===== config.mk =====
export PLATFORM = sky130hd
export DESIGN_NAME = fcp_sqrt_cell
export DESIGN_NICKNAME = d
export VERILOG_FILES = /design/src/rtl/core/friction_cone_projection_macros.svh /design/src/rtl/core/fcp_pkg.sv /design/src/rtl/core/fcp_sqrt_cell.sv
export SDC_FILE = /design/constraint.sdc
export NUM_CORES = 1
export LEC_CHECK = 0
export ABC_CLOCK_PERIOD_IN_PS = 900
export BUFFER_PORTS_ARGS = -buffer_cell sky130_fd_sc_hd__buf_2
export CORE_AREA = 2 2 364 366
export CTS_CLUSTER_DIAMETER = 40
export CTS_CLUSTER_SIZE = 8
export DETAILED_ROUTE_END_ITERATION = 6
export DIE_AREA = 0 0 366 368
export PLACE_DENSITY_LB_ADDON = 0.3
export SLEW_MARGIN = 20
export SYNTH_ARGS = -nofsm -noshare
export SYNTH_HDL_FRONTEND = slang
export SYNTH_SLANG_ARGS = --single-unit

===== constraint.sdc =====
create_clock -name clk -period 0.9 [get_ports clk]
set_clock_uncertainty 0.05 [all_clocks]
set_input_delay 0.09 -clock clk [delete_from_list [all_inputs] [get_ports clk]]
set_output_delay 0.09 -clock clk [all_outputs]
set_load 0.005 [all_outputs]

===== src/rtl/core/friction_cone_projection_macros.svh =====
// Assertion macros shared by the friction cone projection RTL.
// Depends on nothing; the using module must provide clk and arst_n.
`ifndef FRICTION_CONE_PROJECTION_MACROS_SVH
`define FRICTION_CONE_PROJECTION_MACROS_SVH
`ifndef SYNTHESIS
`define FCP_ASSERT_IMP(lbl, a, b, msg) \
	lbl: assert property (@(posedge clk) disable iff (!arst_n) (a) |-> (b)) else $error(msg);
`define FCP_ASSERT_NXT(lbl, a, b, msg) \
	lbl: assert property (@(posedge clk) disable iff (!arst_n) (a) |=> (b)) else $error(msg);
`else
`define FCP_ASSERT_IMP(lbl, a, b, msg)
`define FCP_ASSERT_NXT(lbl, a, b, msg)
`endif
`endif


===== src/rtl/core/fcp_pkg.sv =====
// Package for the friction cone projection: payload types, case codes,
// pipeline context and chain depths. Depends on nothing.
package fcp_pkg;

	localparam logic [2:0] CODE_NONE         = 3'd0;
	localparam logic [2:0] CODE_FRICTIONLESS = 3'd1;
	localparam logic [2:0] CODE_ZERO         = 3'd2;
	localparam logic [2:0] CODE_INSIDE       = 3'd3;
	localparam logic [2:0] CODE_PROJ         = 3'd4;

	localparam int SQ_STEPS  = 32;
	localparam int DIV1_BITS = 38;
	localparam int DEN_W     = 33;
	localparam int DIV2_BITS = 30;
	localparam int RATIO_W   = 44;

	typedef struct packed {
		logic signed [31:0] normal_force;
		logic signed [31:0] tangent_u;
		logic signed [31:0] tangent_v;
		logic [15:0]        friction_coef;
		logic signed [31:0] cohesion_force;
		logic               tangents_present;
	} item_t;

	typedef struct packed {
		logic signed [31:0] new_normal;
		logic signed [31:0] new_u;
		logic signed [31:0] new_v;
		logic [2:0]         case_code;
	} result_t;

	typedef struct packed {
		logic signed [31:0] nf;
		logic signed [31:0] u;
		logic signed [31:0] v;
		logic signed [31:0] coh;
		logic signed [32:0] fn;
		logic [15:0]        m;
		logic               tp;
		logic [2:0]         code;
		logic [DEN_W-1:0]   den;
		logic [31:0]        ft;
		logic               neg;
		logic [DIV1_BITS-1:0] pm;
		logic [RATIO_W-1:0] b;
		logic               r_zero;
		logic               r_full;
	} ctx_t;

	function automatic logic signed [31:0] sat32(input logic signed [39:0] x);
		logic signed [31:0] r;
		if (x > 40'sd2147483647) begin
			r = 32'sh7fffffff;
		end else if (x < -40'sd2147483648) begin
			r = 32'sh80000000;
		end else begin
			r = x[31:0];
		end
		return r;
	endfunction

endpackage


===== src/rtl/core/fcp_sqrt_cell.sv =====
// One digit step of the integer square root chain, with context carried along.
// Depends on fcp_pkg.
module fcp_sqrt_cell import fcp_pkg::*; #(
	parameter int STEP = 0
) (
	input  logic        clk,
	input  logic        arst_n,
	input  logic        en,
	input  logic        valid_in,
	input  logic [63:0] x_in,
	input  logic [63:0] res_in,
	input  ctx_t        ctx_in,
	output logic        valid_out,
	output logic [63:0] x_out,
	output logic [63:0] res_out,
	output ctx_t        ctx_out
);
	localparam logic [63:0] BIT = 64'd1 << (62 - 2 * STEP);

	logic [63:0] trial;
	logic        ge;
	logic        valid_q;
	logic [63:0] x_q, res_q;
	ctx_t        ctx_q;

	assign trial = res_in + BIT;
	assign ge    = x_in >= trial;

	always_ff @(posedge clk or negedge arst_n) begin
		if (!arst_n) begin
			valid_q <= 1'b0;
		end else if (en) begin
			valid_q <= valid_in;
		end
	end

	always_ff @(posedge clk) begin
		if (en) begin
			x_q   <= ge ? x_in - trial : x_in;
			res_q <= ge ? (res_in >> 1) + BIT : res_in >> 1;
			ctx_q <= ctx_in;
		end
	end

	assign valid_out = valid_q;
	assign x_out     = x_q;
	assign res_out   = res_q;
	assign ctx_out   = ctx_q;
endmodule


# == Word level (Yosys, flattened, before mapping) ==
# Index checks and enable logic that the tools add are counted.
# totals
input_bits,463
reg_bits,460
# op_classes
magnitude_cmp,1
mux,2
n_addsub,3
# ops
cell,count
$add 63x63->64 const B,1
$add 64x63->64 const B,1
$ge 64x64->1,1
$mux 64,1
$sub 64x64->64,1
$mux 63,1

# == Depth between registers and ports, before layout ==
# depth
word_depth,3
ltp_mapped,15

# == Worst setup path after synthesis ==
# Ideal clock, no wire load.
# synth_timing
path_type,in2reg
from,input x_in[0]
to,"register x_q[53], in the netlist x_out[53] (data pin)"
path_slack_ps,-2085
n_path_buf,2
stages,13
arrival_time_ps,2673
cell_sequence,inv_1 > ha_1 > fa_1 > nand2b_1 > a21oi_1 > o21ai_1 > o21ba_1 > a31oi_4 > o211ai_1 > a31oi_1 > buf_4 > buf_4 > mux2_1
# synth_between
elab_chain_len,2
elab_cells_between_ends,3
classes_between,1 x add/sub; 1 x order compare; 1 x mux
# synth_lines
item,line_no,rtl
start: declaration,fcp_sqrt_cell.sv:10,"input logic [63:0] x_in,"
$sub 64x64->64 / $ge 64x64->1 (equally long branches),"fcp_sqrt_cell.sv:39, fcp_sqrt_cell.sv:27",
$mux 64 (*),fcp_sqrt_cell.sv:39,x_q <= ge ? x_in - trial : x_in;
end signal: assignment,fcp_sqrt_cell.sv:39,
end: declaration,fcp_sqrt_cell.sv:23,"logic [63:0] x_q, res_q;"
# Mark *: on every way between the ends. The rest lies on a longest branch, timed or not.
# A chain may end at the register's enable or synchronous reset.

# == Worst setup path in the final report ==
# layout_timing
from,input x_in[0]
to,"register x_q[25], in the netlist x_out[25] (data pin)"
# The elaborated chain is that of the path after synthesis.

==> metrics <==
Syn Area/Cell approximately 15 um^2; async set-reset flop share out of synthesis less than 1%; Die H 368 um; initial antenna violation count 35; slowest library cell on the worst path fa_2; htree depth 3; power share of the combinational group between 20% and 30%; die area 135000 um^2; internal power 0.0560 W; synth unique cells roughly 70; switching portion of total power between 20 and 30%; worst hold slack -0.324 ns; top cell type's share of synthesized area between 70% and 80%; synthesized instance count 1252; Via density 3.74; DRT antenna net count 0; R2R Path Start valid_out$_DFFE_PN0P_; Synth Flop Type edfxtp_1; Iteration-0 DRC Markers 900; sequential share of power a little over a third; cell mode on critical path a31oi_4; final worst setup slack -1.51 ns; CP startpoint x_in[0]; Final min period roughly 2.4 ns; Post-Syn Nets 1780; width of the die 366 um; Final TNS setup -501.15 ns; TritonCTS buffer count 94; worst-path cell chain buf_8 -> inv_8 -> ha_4 -> fa_2 -> nand2b_4 -> a21oi_4 -> o21ai_4 -> o21ba_4 -> a31oi_4 -> o211ai_1 -> buf_4 -> a31oi_4 -> buf_6 -> clkbuf_16 -> mux2_4; CTS clock-pin slew for the worst setup and hold paths roughly 0.050 ns; Crit Path Max Fanout 14; Final Cycle Share 268%; kind of critical path in -> reg; Sink Count 460; port buffer count 922; startpoint types input port; Worst Hold Depth 2; synthesized flop and latch total between 400 and 500; IO Pins 923; Post-DP HPWL 85500 um; post-synthesis sequential area ratio between 70 and 80%; CP endpoint kind flip-flop; Slew Limit Headroom 49.8%; Static Leak 17.1 nW; vias in the first global route between 15000 and 20000; total track usage between 10% and 20%; critical path's largest stage delay 0.33 ns; first-pass GRT wire length ~150000 um; DRC viols 0; gr ovfl total 0; # nets final roughly 3700; Root Buffer clkbuf_16; Core Area around 130000 um^2; largest vdd supply drop 0.00138 V; Setup Slack @ Placement -2.57 ns; drt wl/cell between 20 and 25 um; mapped cell area 19100 um^2; pwr/cell area between 1500 and 2000 nW/um^2; TritonCTS clock tree done; end of the critical path x_out[25]$_DFFE_PP_; deepest clock path buffer count 3; final WL 110000 um; largest net degree at the start of global routing 33; Clock Power Share approximately 44%; FF-to-FF End valid_out$_DFFE_PN0P_; outcome complete, but fails checks; Critical Path AT 2.75 ns; Ys Warns 0; via count roughly 19000; GP Congestion between 0.8 and 0.9; Hold Violations, Final 4; count leader, synth edfxtp_1; TritonRoute pass-1 iters 5; failing checks hold timing, setup timing; # rows 133; layout cells sized above 1 between 50% and 60%; class of the worst hold path in -> reg; Max Slew Vio Count 0; RSZ-0062 raised after global routing yes; Least-Margin Pin Slew about 0.75 ns; R2R cell count 1; Placed Cells around 4300; number of synthesized flops with an enable pin 459; Worst-Skew Late Latency slightly below 0.7 ns; dominant cell type by area after synthesis edfxtp_1; sw power 0.0205 W; Setup Viol. Count Final 1072; top cells by area, synth edfxtp_1 (72%), ha_1 (4.2%), a21oi_1 (2.7%), mux2_1 (2.0%), xnor2_1 (1.8%); Worst R2R Setup Slack roughly 0.08 ns; post-route insts no fill a little over 5000; Area growth, synth to finish 110%; Initial Utilization 14.6%; max-cap viol count 0; Fmax ~0.41 GHz; WP data required 1.24 ns; Commonest cells post-synth edfxtp_1 (459), a21oi_1 (101), inv_1 (87), nand2_1 (69), ha_1 (64)
==> metal layers <==
layer	global-route usage (%)	share of wire (%)
met1	17.2	39
met2	28.5	52
met3	4.12	5.5
met4	5.78	3.7
met5	0	0.11
==> critical path: cells and delay by family <==
kind	cells	cell delay, ns
muxes	1	0.32
AOI/OAI and AO/OA	6	1.02
adders and majority gates	2	0.48
buffers and inverters	5	0.66
and+or+nand+nor	1	0.16
==> per-stage QoR <==
step	hold WS, ns	total power [W]	util, %	cell area, um^2
floorplan	-0.256	0.0308	-	19300
global placement	-0.177	0.0389	22.2	29000
detailed placement	-0.171	0.0388	22.2	29000
CTS	-0.487	0.0770	30.2	39500
global route	-0.384	0.0795	30.5	39900
finish	-0.324	0.0765	30.5	40000
==> what timing repair did <==
| action | CTS | global route |
|---|---|---|
| gates cloned | 3 | 3 |
| hold buffers | 583 | 4 |
| setup buffers | 19 | 10 |
| resized for setup | 340 | 95 |
| endpoints found under the hold margin | 848 | 233 |
| endpoints found under the setup margin | 526 | 987 |
| pin swaps | 44 | 47 |
==> placed cells by master (no fill, tap or decap), types with 12 or more instances in the layout <==
cell type / n
buf_12: 17
clkinvlp_4: 12
o21bai_1: 16
edfxtp_1: 459
o21ai_0: 31
a21oi_2: 24
nand4_1: 21
mux2_4: 51
inv_1: 77
nand2_1: 66
xor2_1: 16
nor2_1: 47
ha_4: 20
clkbuf_16: 97
ha_1: 37
dlygate4sd3_1: 586
buf_6: 118
a21oi_1: 69
buf_4: 355
a21o_1: 41
xnor2_1: 35
buf_2: 814
buf_8: 14
==> power groups by stage <==
stage | clock (W) | combinational (W) | sequential (W)
6_report | 0.0340 | 0.0158 | 0.0267
2_1_floorplan | 0 | 0.00379 | 0.0270
3_3_place_gp | 0 | 0.0119 | 0.0269
5_1_grt | 0.0358 | 0.0169 | 0.0268
3_5_place_dp | 0 | 0.0119 | 0.0269
4_1_cts | 0.0348 | 0.0154 | 0.0267
==> worst min-delay path by stage <==
| stage | from | to |
|---|---|---|
| after detailed placement | arst_n | valid_out$_DFFE_PN0P_ |
| after CTS | res_in[3] | res_out[2]$_DFFE_PP_ |
| after floorplan | arst_n | valid_out$_DFFE_PN0P_ |
| after global placement | arst_n | valid_out$_DFFE_PN0P_ |
| final | res_in[1] | res_out[0]$_DFFE_PP_ |
| after global routing | res_in[1] | res_out[0]$_DFFE_PP_ |
==> registers in the layout (all words and copies together) (netlist names) <==
signal,flops
ctx_out,331
res_out,64
x_out,64
valid_out,1
==> kinds of logic after synthesis <==
family	count (synthesis)	share of synthesized area [%]
flip-flops	460	72.5
AO/OA/AOI/OAI	272	9.15
AND/OR/NAND/NOR	223	5.71
buffers and inverters	123	2.67
adder cells (fa/ha/maj)	65	4.31
XOR/XNOR	56	2.57
multiplexers	53	3.13
==> area by class of cell <==
type / instances / area [um^2]
Clock buffer: 104 / 2390
Inverter: 87 / 339
Tap cell: 1755 / 2200
Multi-Input combinational cell: 669 / 5880
Clock inverter: 58 / 694
Antenna cell: 11 / 27.5
Fill cell: 13289 / 90800
Timing Repair Buffer: 1909 / 14600
Sequential cell: 460 / 13800
(Power assumes the default switching activity.)
