`src/rtl/core/friction_cone_projection_macros.svh`:
```
// Assertion macros shared by the friction cone projection RTL.
// Depends on nothing; the using module must provide clk and arst_n.
`ifndef FRICTION_CONE_PROJECTION_MACROS_SVH
`define FRICTION_CONE_PROJECTION_MACROS_SVH
`ifndef SYNTHESIS
`define FCP_ASSERT_IMP(lbl, a, b, msg) \
	lbl: assert property (@(posedge clk) disable iff (!arst_n) (a) |-> (b)) else $error(msg);
`define FCP_ASSERT_NXT(lbl, a, b, msg) \
	lbl: assert property (@(posedge clk) disable iff (!arst_n) (a) |=> (b)) else $error(msg);
`else
`define FCP_ASSERT_IMP(lbl, a, b, msg)
`define FCP_ASSERT_NXT(lbl, a, b, msg)
`endif
`endif

```
`src/rtl/core/fcp_pkg.sv`:
```
// Package for the friction cone projection: payload types, case codes,
// pipeline context and chain depths. Depends on nothing.
package fcp_pkg;

	localparam logic [2:0] CODE_NONE         = 3'd0;
	localparam logic [2:0] CODE_FRICTIONLESS = 3'd1;
	localparam logic [2:0] CODE_ZERO         = 3'd2;
	localparam logic [2:0] CODE_INSIDE       = 3'd3;
	localparam logic [2:0] CODE_PROJ         = 3'd4;

	localparam int SQ_STEPS  = 32;
	localparam int DIV1_BITS = 38;
	localparam int DEN_W     = 33;
	localparam int DIV2_BITS = 30;
	localparam int RATIO_W   = 44;

	typedef struct packed {
		logic signed [31:0] normal_force;
		logic signed [31:0] tangent_u;
		logic signed [31:0] tangent_v;
		logic [15:0]        friction_coef;
		logic signed [31:0] cohesion_force;
		logic               tangents_present;
	} item_t;

	typedef struct packed {
		logic signed [31:0] new_normal;
		logic signed [31:0] new_u;
		logic signed [31:0] new_v;
		logic [2:0]         case_code;
	} result_t;

	typedef struct packed {
		logic signed [31:0] nf;
		logic signed [31:0] u;
		logic signed [31:0] v;
		logic signed [31:0] coh;
		logic signed [32:0] fn;
		logic [15:0]        m;
		logic               tp;
		logic [2:0]         code;
		logic [DEN_W-1:0]   den;
		logic [31:0]        ft;
		logic               neg;
		logic [DIV1_BITS-1:0] pm;
		logic [RATIO_W-1:0] b;
		logic               r_zero;
		logic               r_full;
	} ctx_t;

	function automatic logic signed [31:0] sat32(input logic signed [39:0] x);
		logic signed [31:0] r;
		if (x > 40'sd2147483647) begin
			r = 32'sh7fffffff;
		end else if (x < -40'sd2147483648) begin
			r = 32'sh80000000;
		end else begin
			r = x[31:0];
		end
		return r;
	endfunction

endpackage

```
`src/rtl/core/fcp_div_cell.sv`:
```
// One restoring division step: shifts in a dividend bit, yields a quotient bit.
// Depends on fcp_pkg.
module fcp_div_cell import fcp_pkg::*; #(
	parameter int DW = DEN_W,
	parameter int QW = DIV1_BITS
) (
	input  logic          clk,
	input  logic          arst_n,
	input  logic          en,
	input  logic          valid_in,
	input  logic [DW-1:0] rem_in,
	input  logic [QW-1:0] dq_in,
	input  logic [DW-1:0] divisor,
	input  ctx_t          ctx_in,
	output logic          valid_out,
	output logic [DW-1:0] rem_out,
	output logic [QW-1:0] dq_out,
	output ctx_t          ctx_out
);
	logic [DW:0]   t, diff;
	logic          ge;
	logic          valid_q;
	logic [DW-1:0] rem_q;
	logic [QW-1:0] dq_q;
	ctx_t          ctx_q;

	assign t    = {rem_in, dq_in[QW-1]};
	assign ge   = t >= {1'b0, divisor};
	assign diff = t - {1'b0, divisor};

	always_ff @(posedge clk or negedge arst_n) begin
		if (!arst_n) begin
			valid_q <= 1'b0;
		end else if (en) begin
			valid_q <= valid_in;
		end
	end

	always_ff @(posedge clk) begin
		if (en) begin
			rem_q <= ge ? diff[DW-1:0] : t[DW-1:0];
			dq_q  <= {dq_in[QW-2:0], ge};
			ctx_q <= ctx_in;
		end
	end

	assign valid_out = valid_q;
	assign rem_out   = rem_q;
	assign dq_out    = dq_q;
	assign ctx_out   = ctx_q;
endmodule

```
`config.mk`:
```
export PLATFORM = sky130hd
export DESIGN_NAME = fcp_div_cell
export DESIGN_NICKNAME = d
export VERILOG_FILES = /design/src/rtl/core/friction_cone_projection_macros.svh /design/src/rtl/core/fcp_pkg.sv /design/src/rtl/core/fcp_div_cell.sv
export SDC_FILE = /design/constraint.sdc
export NUM_CORES = 1
export LEC_CHECK = 0
export BUFFER_PORTS_ARGS = -buffer_cell sky130_fd_sc_hd__buf_2
export CORE_AREA = 4 4 323 325
export CTS_CLUSTER_DIAMETER = 50
export CTS_CLUSTER_SIZE = 28
export DETAILED_ROUTE_END_ITERATION = 7
export DIE_AREA = 0 0 327 329
export GPL_TIMING_DRIVEN = 0
export PLACE_DENSITY_LB_ADDON = 0.08
export SYNTH_ARGS = -nofsm -noshare
export SYNTH_HDL_FRONTEND = slang
export SYNTH_SLANG_ARGS = --single-unit
```
`constraint.sdc`:
```
create_clock -name clk -period 1.65 [get_ports clk]
set_input_delay 0.33 -clock clk [delete_from_list [all_inputs] [get_ports clk]]
set_output_delay 0.33 -clock clk [all_outputs]
set_load 0.05 [all_outputs]
```
# Yosys cells after proc, flatten, opt, wreduce, memory -nomap -nowiden
# Cells that the tools add are included.
# word_totals
inputBits,439
regBits,403
out_inout_bits,403
# classes
order_cmp,1
add_sub_neg,1
mux,1
# op_table
op,n
>= comparator 34 x 33 -> 1 bit,1
two-way mux 33 bit,1
subtractor 33 bit,1

# Longest topological paths before layout
# depth
word_depth,2
ltp_mapped,14
depth_no_buf,12

# Worst setup path after synthesis
# Ideal clock, no wire load.
# synth_path
kind,input to register
startpoint,in dq_in[37]
endpoint,"reg rem_q[1] (netlist: rem_out[1]), data pin"
slack_ns,-1.248
n_path_buf,1
setup_ns,0.260
cell_stages,12
arrival_ns,2.638
cell_sequence,inv_1 ha_1 inv_1 fa_1 a21o_1 a221o_2 a21oi_2 o41a_4 o31ai_4 a41oi_2 buf_6 mux2_4
# synth_between
elab_chain_len,2
# synth_rtl
item,line,rtl
start: declaration,fcp_div_cell.sv:12,"input logic [QW-1:0] dq_in,"
subtractor 33 bit or >= comparator 34 x 33 -> 1 bit (tied branches),"fcp_div_cell.sv:29, fcp_div_cell.sv:28",
two-way mux 33 bit (*),fcp_div_cell.sv:41,rem_q <= ge ? diff[DW-1:0] : t[DW-1:0];
end signal: assignment,fcp_div_cell.sv:41,
end: declaration,fcp_div_cell.sv:23,logic [DW-1:0] rem_q;
# Every way passes the cells marked *; elsewhere a longest branch is shown, timed or not.
# A chain may end at the register's enable or synchronous reset.

# Worst setup path after layout
# layout_path
startpoint,in dq_in[37]
endpoint,"reg rem_q[13] (netlist: rem_out[13]), data pin"
# The elaborated chain is that of the path after synthesis.

==> flow_metrics.env <==
export IMPL_outcome="finished, violations left"
export IMPL_violations="setup timing"
export IMPL_hold_ws_ps=60.3
export IMPL_grt_max_degree=105
export IMPL_finalClockSkew_ps=0
export IMPL_r2r_setup_slack_ps=910
export IMPL_grt_pass1_wl_mm=96.2
export IMPL_syn_area_um2=14500
export IMPL_numPortBuffers=841
export IMPL_drv_cap=0
export IMPL_die_x_um=327
export IMPL_min_path_type="in2reg"
export IMPL_synth_top_area_share_pct=83.2
export IMPL_syn_avg_cell_area_um2=18.8
export IMPL_hold_end="rem_out[17]$_DFFE_PP_"
export IMPL_clock_sinks=403
export IMPL_final_area_um2=28500
export IMPL_finalWirelength_mm=70.5
export IMPL_hold_viol=0
export IMPL_wl_per_cell_um=19.8
export IMPL_finalMaxSlewViolations=0
export IMPL_fp_coreArea_um2=101000
export IMPL_cts_tree="built"
export IMPL_worstHoldPathCells=3
export IMPL_worst_ep_arrival_time_ps=2880
export IMPL_start_util_pct=14.3
export IMPL_timing_rr_end="valid_out$_DFFE_PN0P_"
export IMPL_ys_top_cells_by_count="edfxtp_1, nand2_1, inv_1"
export IMPL_place_area_um2=20600
export IMPL_place_congestion=0.797
export IMPL_drcViolationCount=0
export IMPL_rsz0062_at_grt="true"
export IMPL_start_kind="primary input"
export IMPL_ios=842
export IMPL_slew_headroom_pct=50.2
export IMPL_htreeDepth=3
export IMPL_die_area_um2=108000
export IMPL_critPathKind="in2reg"
export IMPL_root_buffer="clkbuf_16"
export IMPL_dr_pass1_iters=5
export IMPL_layout_setup_ws_ps=-875
export IMPL_synth_top_cells_by_area="edfxtp_1, ha_1, nand2_1"
export IMPL_clk_latency_ps=640
export IMPL_end_kind="flip-flop"
export IMPL_ys_types=53
export IMPL_grt_overflow_total=0
export IMPL_ys_seq_area_share_pct=83.4
export IMPL_drt_initial_drc_count=493
export IMPL_powerDensity_nw_per_um2=1300
export IMPL_antenna_found_initial=19
export IMPL_reg2reg_from="valid_out$_DFFE_PN0P_"
export IMPL_ys_flop_type="edfxtp_1"
export IMPL_synthCells=770
export IMPL_hpwlAfterDp_mm=54.5
export IMPL_path_clk_slew_ps=50
export IMPL_synth_top_cell_by_area="edfxtp_1"
export IMPL_final_antenna_net_count=0
export IMPL_power_leakage_nw=11.8
export IMPL_ys_ff_latch=403
export IMPL_vias=12258
export IMPL_yosysMostFrequentCell="edfxtp_1"
export IMPL_required_ps=2000
export IMPL_drive_gt1_share_pct=49.7
export IMPL_rr_worst_depth=1
export IMPL_ys_warn_count=0
export IMPL_clock_path_buffers=3
export IMPL_grt_pass1_vias=13328
export IMPL_post_route_min_period_ps=2520
export IMPL_fin_crit_sh_pct=153
export IMPL_global_route_usage_total_pct=12.5
export IMPL_peakVddDrop_mv=0.688
export IMPL_fin_setup_tns_ps=-27150
export IMPL_rows=117
export IMPL_nets=2583
export IMPL_syn_to_final_growth_pct=96.2
export IMPL_routed_via_density=3.44
export IMPL_hold_start="rem_in[16]"
export IMPL_critPathMaxFanout=5
export IMPL_max_freq_mhz=396
export IMPL_cts_buffers=78
export IMPL_syn_num_nets=1243
export IMPL_tightest_slew_ps=747
export IMPL_synthArstFlopShare_pct=0.248
export IMPL_synth_edf_count=402
export IMPL_fp_dieH_um=329
export IMPL_setup_viol=34
-- registers in the layout, indices dropped and copies added, names as in the netlist --
register	cells
ctx_out	331
dq_out	38
rem_out	33
valid_out	1
-- kinds of logic (layout without fill, tap and decap cells) --
group | Yosys count | count (layout) | synth area share, %
flops | 403 | 403 | 83.4
compound gates | 136 | 136 | 6.60
simple gates | 109 | 109 | 3.37
buf+inv | 58 | 1464 | 1.82
fa+ha+maj | 34 | 34 | 2.98
xor+xnor | 28 | 28 | 1.69
mux | 2 | 2 | 0.181
other cells | 0 | 16 | 0
-- worst max-delay path: stages --
cell       delay, ps
buf_12           110
inv_12            40
ha_4             130
inv_2             40
fa_2             350
a21o_1           220
a221o_2          380
a21oi_4          190
o41a_4           190
o31ai_4           90
a41oi_4          270
buf_4            160
buf_6            110
clkbuf_16        150
o21ai_2           90
-- report_power, final --
group	internal (mW)	switching, mW
logic	2.41	5.05
clock network	10.9	6.13
registers	12.3	0.219
total	25.6	11.4
-- how the worst max path moves through the flow --
stage / start / end / slack, ps / cells past startpoint
finish: dq_in[37] / rem_out[13]$_DFFE_PP_ / -870 / 15
global route: divisor[26] / rem_out[13]$_DFFE_PP_ / -920 / 14
CTS: divisor[24] / rem_out[12]$_DFFE_PP_ / -870 / 15
detailed placement: dq_in[37] / rem_out[13]$_DFFE_PP_ / -2160 / 13
global placement: en / valid_out$_DFFE_PN0P_ / -6910 / 2
floorplan: dq_in[37] / rem_out[1]$_DFFE_PP_ / -1110 / 12
-- layer usage --
layer,wire length [um],GRT usage [%]
met5,64,0
met4,2480,4.66
met3,6100,4.88
met2,37700,23.3
met1,24200,12.4
-- timing repair --
item / 4_1_cts / 5_1_grt
pin swaps: 18 / 11
resized for setup: 205 / 65
cloned: 5 / 2
buffers inserted: 13 / 6
hold endpoints to repair: 396 / 0
endpoints found under the setup margin: 351 / 73
hold buffers: 397 / 0
-- cells in the final DEF (no fill, tap or decap), drive strengths merged, types with 4 or more instances in the layout --
cell | Yosys | routed
clkbuf | 8 | 117
o21ai | 45 | 45
a21oi | 35 | 35
o21bai | 8 | 8
o21a | 4 | 4
a211oi | 4 | 4
dlygate4sd3 | 0 | 397
nor4 | 4 | 4
nand2 | 58 | 58
nand3 | 8 | 8
buf | 7 | 843
nor3 | 5 | 5
o31ai | 6 | 6
nor2 | 15 | 15
edfxtp | 402 | 402
a21o | 11 | 11
diode | 0 | 16
and3 | 7 | 7
bufinv | 0 | 13
nand2b | 4 | 4
clkinv | 0 | 26
ha | 33 | 33
inv | 43 | 55
xnor2 | 16 | 16
xor2 | 12 | 12
clkinvlp | 0 | 12
-- through the flow --
| step | util (%) | power (mW) | std cells | setup WS [ps] |
|---|---|---|---|---|
| 2_1_floorplan | - | 16.6 | 770 | -1110 |
| 3_3_place_gp | 20.2 | 19.0 | 2979 | -6910 |
| 3_5_place_dp | 20.3 | 18.9 | 2982 | -2160 |
| 4_1_cts | 27.8 | 37.7 | 3542 | -867 |
| 5_1_grt | 28.0 | 38.6 | 3549 | -919 |
| 6_report | 28.1 | 37.0 | 3560 | -875 |
-- final cells by class --
class,count,area (um2)
antenna,16,40.0
buffer,11,165
clock buffer,83,1970
clock inverter,63,857
fill,10598,73000
inverter,43,174
multi-input combinational,309,2440
sequential,403,12100
tap,1368,1710
timing repair buffer,1264,9010
Note: power is estimated with default switching activity, not from simulation.
